## src/design/prbs_pattern_bit_source_assert.svh

```systemverilog
// Assertion macros used by the bit source module.
// Each macro samples on the rising edge of clk and is off while rst_n is low.
`ifndef PRBS_PATTERN_BIT_SOURCE_ASSERT_SVH
`define PRBS_PATTERN_BIT_SOURCE_ASSERT_SVH

// Same-cycle implication.
`define PBS_ASSERT_NOW(lbl, ante, cons) \
    lbl: assert property (@(posedge clk) disable iff (!rst_n) (ante) |-> (cons)) \
        else $error("pbs check failed");

// Next-cycle implication.
`define PBS_ASSERT_NEXT(lbl, ante, cons) \
    lbl: assert property (@(posedge clk) disable iff (!rst_n) (ante) |=> (cons)) \
        else $error("pbs check failed");

`endif

```

## src/design/pbs_pkg.sv

```systemverilog
package pbs_pkg;

    // Shift register size and seed
    localparam int REG_BITS = 33;
    localparam logic [REG_BITS-1:0] PRBS_SEED = 33'h0_5555_554A;

    // Default pattern storage
    localparam int PATTERN_BITS_DEF = 64;

    // Configuration field widths
    localparam int MODE_W   = 2;
    localparam int LEN_W    = 6;
    localparam int LIMIT_W  = 32;
    localparam int SIZE_W   = 7;
    localparam int CFG_IDX_W  = 3;
    localparam int CFG_DATA_W = 64;

    // Register indexes
    localparam logic [CFG_IDX_W-1:0] CFG_SOURCE_MODE  = 3'd0;
    localparam logic [CFG_IDX_W-1:0] CFG_PRBS_LENGTH  = 3'd1;
    localparam logic [CFG_IDX_W-1:0] CFG_BIT_LIMIT    = 3'd2;
    localparam logic [CFG_IDX_W-1:0] CFG_PATTERN_WORD = 3'd3;
    localparam logic [CFG_IDX_W-1:0] CFG_PATTERN_SIZE = 3'd4;

    // Source modes
    localparam logic [MODE_W-1:0] MODE_PRBS    = 2'd0;
    localparam logic [MODE_W-1:0] MODE_CYCLIC  = 2'd1;
    localparam logic [MODE_W-1:0] MODE_ONESHOT = 2'd2;

    // Reset values of the registers
    localparam logic [LEN_W-1:0]   LEN_RESET   = 6'd31;
    localparam logic [LIMIT_W-1:0] LIMIT_RESET = '1;
    localparam logic [SIZE_W-1:0]  SIZE_RESET  = 7'd1;

    // Limits of the register length
    localparam logic [LEN_W-1:0] LEN_MIN = 6'd1;
    localparam logic [LEN_W-1:0] LEN_MAX = 6'd32;

    typedef logic [REG_BITS-1:0] prbs_state_t;

    function automatic prbs_state_t tb(input int k);
        tb = prbs_state_t'(1) << k;
    endfunction

    // Feedback tap set for each register length
    function automatic prbs_state_t tap_mask(input logic [LEN_W-1:0] len);
        case (len)
            6'd1:  tap_mask = tb(1);
            6'd2:  tap_mask = tb(2) | tb(1);
            6'd3:  tap_mask = tb(3) | tb(1);
            6'd4:  tap_mask = tb(4) | tb(1);
            6'd5:  tap_mask = tb(5) | tb(2);
            6'd6:  tap_mask = tb(6) | tb(1);
            6'd7:  tap_mask = tb(7) | tb(1);
            6'd8:  tap_mask = tb(8) | tb(4) | tb(3) | tb(2);
            6'd9:  tap_mask = tb(9) | tb(4);
            6'd10: tap_mask = tb(10) | tb(3);
            6'd11: tap_mask = tb(11) | tb(2);
            6'd12: tap_mask = tb(12) | tb(6) | tb(4) | tb(1);
            6'd13: tap_mask = tb(13) | tb(4) | tb(3) | tb(1);
            6'd14: tap_mask = tb(14) | tb(5) | tb(3) | tb(1);
            6'd15: tap_mask = tb(15) | tb(1);
            6'd16: tap_mask = tb(16) | tb(5) | tb(3) | tb(2);
            6'd17: tap_mask = tb(17) | tb(3);
            6'd18: tap_mask = tb(18) | tb(5) | tb(2) | tb(1);
            6'd19: tap_mask = tb(19) | tb(5) | tb(2) | tb(1);
            6'd20: tap_mask = tb(20) | tb(3);
            6'd21: tap_mask = tb(21) | tb(2);
            6'd22: tap_mask = tb(22) | tb(1);
            6'd23: tap_mask = tb(23) | tb(5);
            6'd24: tap_mask = tb(24) | tb(4) | tb(3) | tb(1);
            6'd25: tap_mask = tb(25) | tb(3);
            6'd26: tap_mask = tb(26) | tb(6) | tb(2) | tb(1);
            6'd27: tap_mask = tb(27) | tb(5) | tb(2) | tb(1);
            6'd28: tap_mask = tb(28) | tb(3);
            6'd29: tap_mask = tb(29) | tb(2);
            6'd30: tap_mask = tb(30) | tb(6) | tb(4) | tb(2);
            6'd31: tap_mask = tb(31) | tb(3);
            6'd32: tap_mask = tb(32) | tb(7) | tb(5) | tb(3) | tb(2) | tb(1);
            default: tap_mask = '0;
        endcase
    endfunction

endpackage

```

## src/design/pbs_lfsr.sv

```systemverilog
module pbs_lfsr
    import pbs_pkg::*;
(
    input  prbs_state_t      state,
    input  logic [LEN_W-1:0] length,
    output prbs_state_t      state_next,
    output logic             out_bit
);

    logic [LEN_W-1:0] len_eff;
    prbs_state_t      shifted;

    // Clamp the length into the table range
    always_comb
    begin
        if (length < LEN_MIN)
            len_eff = LEN_MIN;
        else if (length > LEN_MAX)
            len_eff = LEN_MAX;
        else
            len_eff = length;
    end

    // Emit the element at the length
    assign out_bit = state[len_eff[5:0]];

    // Shift elements up to the length, hold the ones above
    always_comb
    begin
        shifted[0] = 1'b0;
        for (int i = 1; i < REG_BITS; i++)
        begin
            shifted[i] = (LEN_W'(i) <= len_eff) ? state[i-1] : state[i];
        end
    end

    // Feed back the parity of the tap set
    always_comb
    begin
        state_next    = shifted;
        state_next[0] = ^(shifted & tap_mask(len_eff));
    end

endmodule

```

## src/design/prbs_pattern_bit_source.sv

```systemverilog
// Bit source: PRBS register of length 1 to 32, cyclic pattern or one-shot pattern.
// A request is answered in the cycle after acceptance, from the result register.
// Throughput: one request per cycle while a held result does not stall the input (in_stall).
// Requests that find no budget or an idle tick are taken and give no result.
// Reset (rst_n low, asynchronous): register seed 0x5555554A, pattern position 0,
// unlimited budget, mode PRBS, length 31, pattern 0 of size 1, no pending result.
module prbs_pattern_bit_source
    import pbs_pkg::*;
#(
    parameter int PATTERN_BITS = PATTERN_BITS_DEF
)
(
    input  logic                  clk,
    input  logic                  rst_n,
    // configuration
    input  logic                  wr_en,
    input  logic [CFG_IDX_W-1:0]  wr_index,
    input  logic [CFG_DATA_W-1:0] wr_data,
    // request channel
    input  logic                  in_valid,
    output logic                  in_stall,
    input  logic                  slot_free,
    // result channel
    output logic                  out_valid,
    input  logic                  out_stall,
    output logic                  data_bit,
    output logic                  final_bit
);

`include "prbs_pattern_bit_source_assert.svh"

    localparam int POS_W = $clog2(PATTERN_BITS + 1);
    localparam int IDX_W = (PATTERN_BITS > 1) ? $clog2(PATTERN_BITS) : 1;

    // Configuration registers
    logic [MODE_W-1:0]       source_mode_reg;
    logic [LEN_W-1:0]        prbs_length_reg;
    logic [PATTERN_BITS-1:0] pattern_word_reg;
    logic [SIZE_W-1:0]       pattern_size_reg;

    // Generator state
    prbs_state_t             shift_reg, shift_next;
    logic [POS_W-1:0]        pattern_pos_reg, pattern_pos_next;
    logic [LIMIT_W-1:0]      bits_left_reg, bits_left_next;

    // Result register
    logic                    out_valid_reg, out_valid_next;
    logic                    data_bit_reg, data_bit_next;
    logic                    final_bit_reg, final_bit_next;

    logic                    out_free;
    logic                    in_acc;
    logic                    unlimited;
    logic                    gen;
    logic                    wr_limit;
    logic [SIZE_W-1:0]       size_eff;
    logic [POS_W-1:0]        rd_pos;
    logic                    prbs_bit;
    prbs_state_t             prbs_next;
    logic                    fin;

    // Handshake
    assign out_free  = !out_valid_reg || !out_stall;
    assign in_stall  = !out_free;
    assign in_acc    = in_valid && out_free;
    assign unlimited = bits_left_reg[LIMIT_W-1];
    assign gen       = in_acc && slot_free && (unlimited || (bits_left_reg != '0));
    assign wr_limit  = wr_en && (wr_index == CFG_BIT_LIMIT);

    // Register write port
    always_ff @(posedge clk or negedge rst_n)
    begin
        if (!rst_n)
        begin
            source_mode_reg  <= MODE_PRBS;
            prbs_length_reg  <= LEN_RESET;
            pattern_word_reg <= '0;
            pattern_size_reg <= SIZE_RESET;
        end
        else if (wr_en)
        begin
            case (wr_index)
                CFG_SOURCE_MODE:  source_mode_reg  <= wr_data[MODE_W-1:0];
                CFG_PRBS_LENGTH:  prbs_length_reg  <= wr_data[LEN_W-1:0];
                CFG_PATTERN_WORD: pattern_word_reg <= wr_data[PATTERN_BITS-1:0];
                CFG_PATTERN_SIZE: pattern_size_reg <= wr_data[SIZE_W-1:0];
                default: ;
            endcase
        end
    end

    pbs_lfsr u_lfsr (
        .state      (shift_reg),
        .length     (prbs_length_reg),
        .state_next (prbs_next),
        .out_bit    (prbs_bit)
    );

    // Clamp the pattern size
    always_comb
    begin
        if (pattern_size_reg == '0)
            size_eff = SIZE_W'(1);
        else if (pattern_size_reg > SIZE_W'(PATTERN_BITS))
            size_eff = SIZE_W'(PATTERN_BITS);
        else
            size_eff = pattern_size_reg;
    end

    // Produce the bit and advance the selected source
    always_comb
    begin
        shift_next       = shift_reg;
        pattern_pos_next = pattern_pos_reg;
        data_bit_next    = 1'b0;
        rd_pos           = pattern_pos_reg;
        case (source_mode_reg)
            MODE_PRBS:
            begin
                data_bit_next = prbs_bit;
                shift_next    = prbs_next;
            end
            MODE_CYCLIC:
            begin
                if (SIZE_W'(pattern_pos_reg) >= size_eff)
                    rd_pos = '0;
                data_bit_next    = pattern_word_reg[rd_pos[IDX_W-1:0]];
                pattern_pos_next = rd_pos + POS_W'(1);
                if (SIZE_W'(pattern_pos_next) >= size_eff)
                    pattern_pos_next = '0;
            end
            MODE_ONESHOT:
            begin
                if (SIZE_W'(pattern_pos_reg) < size_eff)
                begin
                    data_bit_next    = pattern_word_reg[pattern_pos_reg[IDX_W-1:0]];
                    pattern_pos_next = pattern_pos_reg + POS_W'(1);
                end
            end
            default: ;
        endcase
    end

    // Count down a finite budget, or load it on a write of the limit register
    assign fin = !unlimited && (bits_left_reg == LIMIT_W'(1));

    always_comb
    begin
        bits_left_next = bits_left_reg;
        if (wr_limit)
            bits_left_next = wr_data[LIMIT_W-1:0];
        else if (gen && !unlimited)
            bits_left_next = bits_left_reg - LIMIT_W'(1);
    end

    // Load the result register, hold it while stalled
    assign out_valid_next = gen || (out_valid_reg && out_stall);
    assign final_bit_next = fin;

    always_ff @(posedge clk or negedge rst_n)
    begin
        if (!rst_n)
        begin
            shift_reg       <= PRBS_SEED;
            pattern_pos_reg <= '0;
            bits_left_reg   <= LIMIT_RESET;
            out_valid_reg   <= 1'b0;
        end
        else
        begin
            bits_left_reg <= bits_left_next;
            out_valid_reg <= out_valid_next;
            if (gen)
            begin
                shift_reg       <= shift_next;
                pattern_pos_reg <= pattern_pos_next;
            end
        end
    end

    always_ff @(posedge clk)
    begin
        if (gen)
        begin
            data_bit_reg  <= data_bit_next;
            final_bit_reg <= final_bit_next;
        end
    end

    assign out_valid = out_valid_reg;
    assign data_bit  = data_bit_reg;
    assign final_bit = final_bit_reg;

    // A bit that spends the last of the budget leaves it empty
    `PBS_ASSERT_NEXT(a_final_empties, gen && fin && !wr_limit, bits_left_reg == '0)
    // An unlimited budget stays unlimited until the limit is rewritten
    `PBS_ASSERT_NEXT(a_unlimited_holds, unlimited && !wr_limit, bits_left_reg[LIMIT_W-1])
    // An empty budget gives no result
    `PBS_ASSERT_NEXT(a_empty_no_result, in_acc && !unlimited && bits_left_reg == '0 && !out_stall, !out_valid_reg)
    // The pattern position never runs past the storage
    `PBS_ASSERT_NOW(a_pos_bound, 1'b1, SIZE_W'(pattern_pos_reg) <= SIZE_W'(PATTERN_BITS))

endmodule
```

## config.mk

```make
export PLATFORM = sky130hd
export DESIGN_NAME = prbs_pattern_bit_source
export DESIGN_NICKNAME = d
export VERILOG_FILES = /design/src/design/pbs_pkg.sv /design/src/design/pbs_lfsr.sv /design/src/design/prbs_pattern_bit_source.sv
export VERILOG_INCLUDE_DIRS = /design/src /design/src/design
export SDC_FILE = /design/constraint.sdc
export NUM_CORES = 1
export LEC_CHECK = 0
export ABC_AREA = 1
export BUFFER_PORTS_ARGS = -buffer_cell sky130_fd_sc_hd__buf_2
export CORE_ASPECT_RATIO = 0.7
export CORE_UTILIZATION = 40
export DETAILED_ROUTE_END_ITERATION = 16
export SLEW_MARGIN = 20
export SYNTH_ARGS = -nofsm -noshare
export SYNTH_HDL_FRONTEND = slang
export SYNTH_SLANG_ARGS = --single-unit
```

## constraint.sdc

```tcl
create_clock -name clk -period 4.6 [get_ports clk]
set_clock_uncertainty 0.2 [all_clocks]
set_input_delay 0.69 -clock clk [delete_from_list [all_inputs] [get_ports clk]]
set_output_delay 0.69 -clock clk [all_outputs]
set_load 0.005 [all_outputs]
```

==> results of run 1 <==
placed cells by master, fill, tap and decap left out, types with 20 or more instances in the layout:
cell type and instances:
sky130_fd_sc_hd__nand2_1 322, sky130_fd_sc_hd__inv_1 173, sky130_fd_sc_hd__o21ai_0 149, sky130_fd_sc_hd__nor2_1 132
sky130_fd_sc_hd__nand3_1 124, sky130_fd_sc_hd__a21oi_1 99, sky130_fd_sc_hd__dfrtp_1 99, sky130_fd_sc_hd__buf_2 75
sky130_fd_sc_hd__dfstp_2 53, sky130_fd_sc_hd__buf_4 23, sky130_fd_sc_hd__ha_1 22, sky130_fd_sc_hd__mux2_2 20
timing repair:
item	CTS	global route
buffers inserted	0	3
gates resized for setup	0	7
endpoints found under the setup margin	0	5
hold buffers	0	0
cell families (layout without fill, tap and decap cells):
| group | after synthesis | count (layout) | share of synthesized area (%) |
|---|---|---|---|
| buffers and inverters | 240 | 319 | 9.01 |
| DFF | 154 | 154 | 36.7 |
| and+or+nand+nor | 680 | 680 | 28.7 |
| muxes | 22 | 22 | 2.29 |
| adders and majority gates | 24 | 24 | 2.80 |
| AOI/OAI and AO/OA | 345 | 345 | 18.6 |
| xor gates and xnor gates | 23 | 23 | 1.88 |
area by class of cell:
type                            count  area share [%]
Multi-Input combinational cell   1094            48.3
Clock buffer                       18            3.62
Tap cell                          357            3.69
Clock inverter                     14            1.31
Timing Repair Buffer              100            4.78
Sequential cell                   154            32.4
Inverter                          187            5.89
power by group:
part / internal [mW] / switching, mW / leakage [nW] / total [mW]
clock network: 0.826 / 0.647 / 0.294 / 1.47
registers: 1.87 / 0.386 / 1.78 / 2.25
logic: 1.14 / 2.15 / 3.50 / 3.30
total: 3.84 / 3.19 / 5.57 / 7.02
metal layers:
layer  GRT usage (%)  vias up  wire length, um
li1                -     5097                -
met1            40.7     4828            17000
met2            32.4      456            12900
met3            7.00       20             3230
met4            5.02        2              272
met5            1.23        -               43
worst paths after layout:
check / from / end / slack [ns] / depth (start not counted)
setup / recovery: pattern_size_reg[3] / pattern_pos_reg[0] / 0.37 / 29
hold / removal: rst_n / pattern_word_reg[53] / 0.07 / 1
setup reg to reg: pattern_size_reg[3] / pattern_pos_reg[0] / 0.37 / 29
hold reg to reg: pattern_word_reg[2] / pattern_word_reg[2] / 0.30 / 2
max in group asynchronous: rst_n / shift_reg[20] / 3.22 / 2
min in group clk: out_stall / out_valid / 0.25 / 3
==> tab_implementation.tex, run 1 <==
\begin{tabular}{lr}
\hline
Metric & Value \\
\hline
\multicolumn{2}{l}{\textbf{Detailed routing}} \\
Number of remaining DRC errors & 0 \\
Number of DRC markers in iteration 0 & $\sim$1100 \\
Vias per inst & about 5.4 \\
Drt wl/cell & $\sim$17 um \\
Via total after detailed routing & $\sim$10000 \\
Routed WL & around 33000 um \\
TritonRoute pass-1 iters & 7 \\
Remaining antenna violation count after routing & 0 \\
\multicolumn{2}{l}{\textbf{Worst setup path}} \\
Stage delay of the slowest cell on the critical path & roughly 0.4 ns \\
Largest fanout on the critical path & 4 \\
Required @ worst endpoint & 4.77 ns \\
CP Buf/Inv Count & 5 \\
Critical setup path kind & reg -> reg \\
Setup crit end kind & register \\
Data arrival time of the critical path & approximately 4.4 ns \\
Worst Setup Start Kind & register \\
Cell with the largest stage delay on the worst path & sky130\_fd\_sc\_hd\_\_dfrtp\_1 \\
Category of cells accounting for the largest share of critical-path delay & simple AND/OR/NAND/NOR gates \\
Most frequent cell on the critical path & sky130\_fd\_sc\_hd\_\_nand2\_1 \\
\multicolumn{2}{l}{\textbf{CTS}} \\
CTS Sinks & roughly 150 \\
Number of levels in the clock H-tree & 4 \\
Clock network latency to the later pin of the worst-skew pair & about 0.45 ns \\
Clk buf depth & 2 \\
Total CTS buffers & 17 \\
TritonCTS clock tree & yes \\
Clock root buffer master & sky130\_fd\_sc\_hd\_\_clkbuf\_16 \\
Register clock-pin slew on the reported worst setup and hold paths & approximately 0.060 ns \\
\multicolumn{2}{l}{\textbf{Placement}} \\
Area of placed instances & roughly 11000 sq um \\
Setup slack after placement & roughly 0.20 ns \\
Number of buffer cells added on primary ports & 76 \\
Cell total after placement & approximately 1900 \\
Gpl congestion & around 1.0 \\
Total half-perimeter wirelength after legalization and detailed placement & roughly 25000 um \\
\multicolumn{2}{l}{\textbf{Pwr}} \\
Total Power & about 7.0 mW \\
Total power per unit cell area & a little under 600 nW/um\^{}2 \\
Largest voltage drop on the vdd net & between 0.3 and 0.4 mV \\
Lkg Pwr & between 5 and 6 nW \\
\multicolumn{2}{l}{\textbf{GRT}} \\
Global-route wire length before repair & roughly 53000 um \\
Vias in the first global route & approximately 9500 \\
Initial antenna violation count & 0 \\
Largest net degree at the start of global routing & 83 \\
Total grt overflow & 0 \\
Total global routing track utilization & about a quarter \\
\multicolumn{2}{l}{\textbf{Run status}} \\
Run status & completed \\
\multicolumn{2}{l}{\textbf{Finish}} \\
Max reg flops & 64 \\
Layout-stage area growth over the synthesis result & 13.2\% \\
Ratio of cells with drive above 1 in the final layout & around 19\% \\
Post-route cell area & 12100 sq um \\
Multi-input combinational cell area & about 6000 sq um \\
\# fillers & around 2700 \\
FF/Latch Area & just under 4000 sq um \\
End-of-flow core utilization & 46.6\% \\
Post-Layout Cell Count & between 1500 and 2000 \\
Nets & roughly 1700 \\
Antenna diode count & 0 \\
\multicolumn{2}{l}{\textbf{Die}} \\
Die Height & 139 um \\
Starting utilization of the core area & 41.2\% \\
Die Span X & 198 um \\
Count of pins on the block boundary & 77 \\
Count of standard-cell rows & between 40 and 50 \\
Die Footprint & around 27000 sq um \\
Core ar. & 26000 sq um \\
\multicolumn{2}{l}{\textbf{Synthesis}} \\
Top cells by count, synth & 323 x sky130\_fd\_sc\_hd\_\_nand2\_1, 173 x sky130\_fd\_sc\_hd\_\_inv\_1, 150 x sky130\_fd\_sc\_hd\_\_o21ai\_0 \\
Number of synthesis warnings & 0 \\
Synth Register Bits & about 150 \\
Nets in the synthesized netlist & 1585 \\
Biggest area consumer among synthesized cells & sky130\_fd\_sc\_hd\_\_dfrtp\_1 \\
Netlist cell types & 58 \\
Most frequent cell after synthesis & sky130\_fd\_sc\_hd\_\_nand2\_1 \\
Async S/R FF share, synth & 98.7\% \\
Main synth FF type & sky130\_fd\_sc\_hd\_\_dfrtp\_1 \\
Fraction of post-synthesis cell area in the top cell type by area & approximately 23\% \\
Sequential element share of the synthesized area & a little under two fifths \\
Gate count of the mapped netlist & 1488 \\
Post-synthesis cell area & $\sim$11000 sq um \\
Post-synthesis average cell area & slightly above 7 sq um \\
Cells taking the most area after synthesis & sky130\_fd\_sc\_hd\_\_dfrtp\_1 23\%, sky130\_fd\_sc\_hd\_\_dfstp\_2 13\%, sky130\_fd\_sc\_hd\_\_nand2\_1 11\% \\
EDFF count, synth & 2 \\
\multicolumn{2}{l}{\textbf{STA}} \\
Final count of negative-setup-slack endpoints & 0 \\
Part of the cycle the worst path needs & approximately nine tenths \\
Worst slew slack as a fraction of its limit & a little over two fifths \\
Total count of max-transition violations in the final report & 0 \\
Worst Tran Pin Value & about 0.87 ns \\
Worst setup slack after layout & $\sim$0.37 ns \\
Timing-limited maximum frequency & approximately 0.24 GHz \\
Minimum clock period after layout & approximately 4.2 ns \\
Final number of hold-violating endpoints & 0 \\
Minimum hold slack & between 0.06 and 0.07 ns \\
Aggregate negative setup slack & 0 ns \\
\multicolumn{2}{l}{\textbf{Run}} \\
Max cap viols & 0 \\
\multicolumn{2}{l}{\textbf{Hold path}} \\
Min-Delay Path Class & in -> async \\
\hline
\end{tabular}
Note: power is estimated with default switching activity, not from simulation.
==> run 2: changes to the inputs <==
Settings changed: CORE_ASPECT_RATIO 0.7 to not set.
==> run 2 against run 1 <==
Critical path depth decreased by 4; register-to-register slack gained 0.04 ns; the flow now finishes with violations (negative hold slack); clock power is essentially flat; critical path type unchanged; sequential power is essentially flat; critical endpoint is now pattern_pos_reg[2]; clock-buffer cell count increased by 1; worst hold slack got worse by 0.071 ns; maximum frequency rose by 0.95%.
==> tab_implementation.tex, run 2 (same netlist as run 1, synthesis figures left out) <==
\begin{tabular}{lr}
\hline
Metric & Value \\
\hline
\multicolumn{2}{l}{\textbf{Run status}} \\
Run status & finished, violations left \\
Violations in the final reports & negative hold slack \\
\multicolumn{2}{l}{\textbf{Die}} \\
Starting utilization of the core area & 41.0\% \\
Die Footprint & between 20000 and 30000 sq um \\
Count of standard-cell rows & around 60 \\
Count of pins on the block boundary & slightly below 80 \\
Core ar. & 26100 sq um \\
Die Span X & between 150 and 200 um \\
Die Height & 166 um \\
\multicolumn{2}{l}{\textbf{Placement}} \\
Total half-perimeter wirelength after legalization and detailed placement & between 20000 and 25000 um \\
Number of buffer cells added on primary ports & 76 \\
Gpl congestion & between 0.9 and 1 \\
Cell total after placement & around 1900 \\
\multicolumn{2}{l}{\textbf{Worst setup path}} \\
Required @ worst endpoint & 4.70 ns \\
Critical setup path kind & reg -> reg \\
Largest fanout on the critical path & 10 \\
Worst Setup Start Kind & register \\
Data arrival time of the critical path & roughly 4.3 ns \\
Setup slack on the worst flop-to-flop path & 0.41 ns \\
Setup crit end kind & register \\
\multicolumn{2}{l}{\textbf{GRT}} \\
Total grt overflow & 0 \\
Vias in the first global route & between 10000 and 15000 \\
Total global routing track utilization & around a quarter \\
Global-route wire length before repair & between 50000 and 60000 um \\
Largest net degree at the start of global routing & $\sim$110 \\
Initial antenna violation count & 0 \\
\multicolumn{2}{l}{\textbf{Detailed routing}} \\
Vias per inst & 5.43 \\
Number of DRC markers in iteration 0 & 779 \\
Routed WL & 32400 um \\
Drt wl/cell & around 17 um \\
TritonRoute pass-1 iters & 5 \\
Via total after detailed routing & 10343 \\
Remaining antenna violation count after routing & 0 \\
Number of remaining DRC errors & 0 \\
\multicolumn{2}{l}{\textbf{CTS}} \\
Clk buf depth & 2 \\
CTS Sinks & about 150 \\
TritonCTS clock tree & yes \\
Register clock-pin slew on the reported worst setup and hold paths & about 0.07 ns \\
Number of levels in the clock H-tree & 4 \\
Total of hold buffers inserted after clock tree synthesis & 0 \\
Total CTS buffers & 17 \\
Clock network latency to the later pin of the worst-skew pair & around 0.44 ns \\
Clock root buffer master & sky130\_fd\_sc\_hd\_\_clkbuf\_16 \\
\multicolumn{2}{l}{\textbf{Finish}} \\
\# fillers & between 2000 and 3000 \\
Antenna diode count & 0 \\
Commonest cells after routing, fill and taps aside & 319 x sky130\_fd\_sc\_hd\_\_nand2\_1, 173 x sky130\_fd\_sc\_hd\_\_inv\_1, 147 x sky130\_fd\_sc\_hd\_\_o21ai\_0 \\
Nets & roughly 1700 \\
Ratio of cells with drive above 1 in the final layout & 18.9\% \\
End-of-flow core utilization & a little under half \\
Layout-stage area growth over the synthesis result & 13.4\% \\
Post-Layout Cell Count & 1904 \\
Most common cell after layout, fill and taps aside & sky130\_fd\_sc\_hd\_\_nand2\_1 \\
Max reg flops & 64 \\
\multicolumn{2}{l}{\textbf{STA}} \\
Minimum clock period after layout & approximately 4.2 ns \\
Minimum hold slack & -0.00307 ns \\
Final count of negative-setup-slack endpoints & 0 \\
Worst slew slack as a fraction of its limit & a little under a third \\
Part of the cycle the worst path needs & 91.1\% \\
Timing-limited maximum frequency & between 0.2 and 0.25 GHz \\
Aggregate negative setup slack & 0 ns \\
Total count of max-transition violations in the final report & 0 \\
Worst Tran Pin Value & roughly 1.0 ns \\
Final number of hold-violating endpoints & 4 \\
\multicolumn{2}{l}{\textbf{Pwr}} \\
Lkg Pwr & 5.58 nW \\
Largest voltage drop on the vdd net & between 0.2 and 0.25 mV \\
Total power per unit cell area & between 500 and 600 nW/um\^{}2 \\
\multicolumn{2}{l}{\textbf{Run}} \\
Max cap viols & 0 \\
\multicolumn{2}{l}{\textbf{Hold path}} \\
Min-Delay Path Class & in -> async \\
\hline
\end{tabular}
## run 2: changes by cell type in the layout (fill, tap and decap cells not counted), sizes merged
| cell | delta |
|---|---|
| inv | +2 |
| bufinv | -1 |
| clkinv | -3 |
| clkinvlp | +1 |
| buf | +2 |
| clkbuf | +1 |
## run 2: stage by stage
stage | setup slack, ns | area [sq um] | total power [mW]
2_1_floorplan | 0.316 | 10700 | 4.51
3_3_place_gp | 0.333 | 11400 | 5.40
3_5_place_dp | 0.254 | 11400 | 5.44
4_1_cts | 0.220 | 12000 | 6.94
5_1_grt | -0.0169 | 12100 | 7.60
6_report | 0.409 | 12100 | 7.04
## run 2: final cells by class
cell class	instances	area [sq um]	share of cell area [%]
multi-input combinational	1094	5880	48.4
tap	335	419	3.45
inverter	187	714	5.89
clock inverter	13	148	1.22
clock buffer	19	454	3.74
timing repair buffer	102	594	4.90
sequential	154	3930	32.4
## run 2: metal layers
layer  GRT usage, %  vias to the layer above  routed length (um)
met1           31.7                     4867               14500
met4           9.31                        0                 798
met5              0                        -                   0
li1               -                     5108                   -
met3           3.08                       53                1720
met2           40.1                      315               15300
## run 2: what timing repair did
action,CTS,global route
resized for setup,0,15
setup buffers,0,6
setup endpoints to repair,0,7
## run 2: worst max-delay path, stage by stage (launching register included)
cell                       delay, ns
sky130_fd_sc_hd__dfrtp_1        0.41
sky130_fd_sc_hd__nor4_2         0.26
sky130_fd_sc_hd__nand2_1        0.12
sky130_fd_sc_hd__nand2_2        0.13
sky130_fd_sc_hd__nand2_1        0.09
sky130_fd_sc_hd__ha_1           0.27
sky130_fd_sc_hd__nand2_1        0.09
sky130_fd_sc_hd__nor2_1         0.06
sky130_fd_sc_hd__and2_1         0.18
sky130_fd_sc_hd__nor2_4         0.14
sky130_fd_sc_hd__nand2_1        0.09
sky130_fd_sc_hd__buf_4          0.17
sky130_fd_sc_hd__nor2_2         0.14
sky130_fd_sc_hd__buf_4          0.21
sky130_fd_sc_hd__nand3_1        0.12
sky130_fd_sc_hd__nor3_1         0.20
sky130_fd_sc_hd__xor2_1         0.16
sky130_fd_sc_hd__inv_1          0.07
sky130_fd_sc_hd__ha_1           0.27
sky130_fd_sc_hd__inv_1          0.04
sky130_fd_sc_hd__o21bai_1       0.20
sky130_fd_sc_hd__nor2_2         0.10
sky130_fd_sc_hd__inv_1          0.07
sky130_fd_sc_hd__nor2_1         0.03
sky130_fd_sc_hd__o21ai_0        0.13
sky130_fd_sc_hd__o21ai_0        0.10
## run 2: power breakdown
group          total, mW  switching, mW  internal (mW)
sequential          2.25          0.383           1.87
combinational       3.32           2.14           1.17
clock               1.47          0.670          0.803
total               7.04           3.20           3.84
## run 2: final timing paths
kind / to / startpoint / cells after the start
max: pattern_pos_reg[2] / pattern_size_reg[5] / 25
min: pattern_word_reg[44] / rst_n / 1
max reg2reg: pattern_pos_reg[2] / pattern_size_reg[5] / 25
min reg2reg: pattern_word_reg[6] / pattern_word_reg[6] / 2
max in group asynchronous: shift_reg[5] / rst_n / 2
min in group clk: pattern_word_reg[32] / wr_data[32] / 2
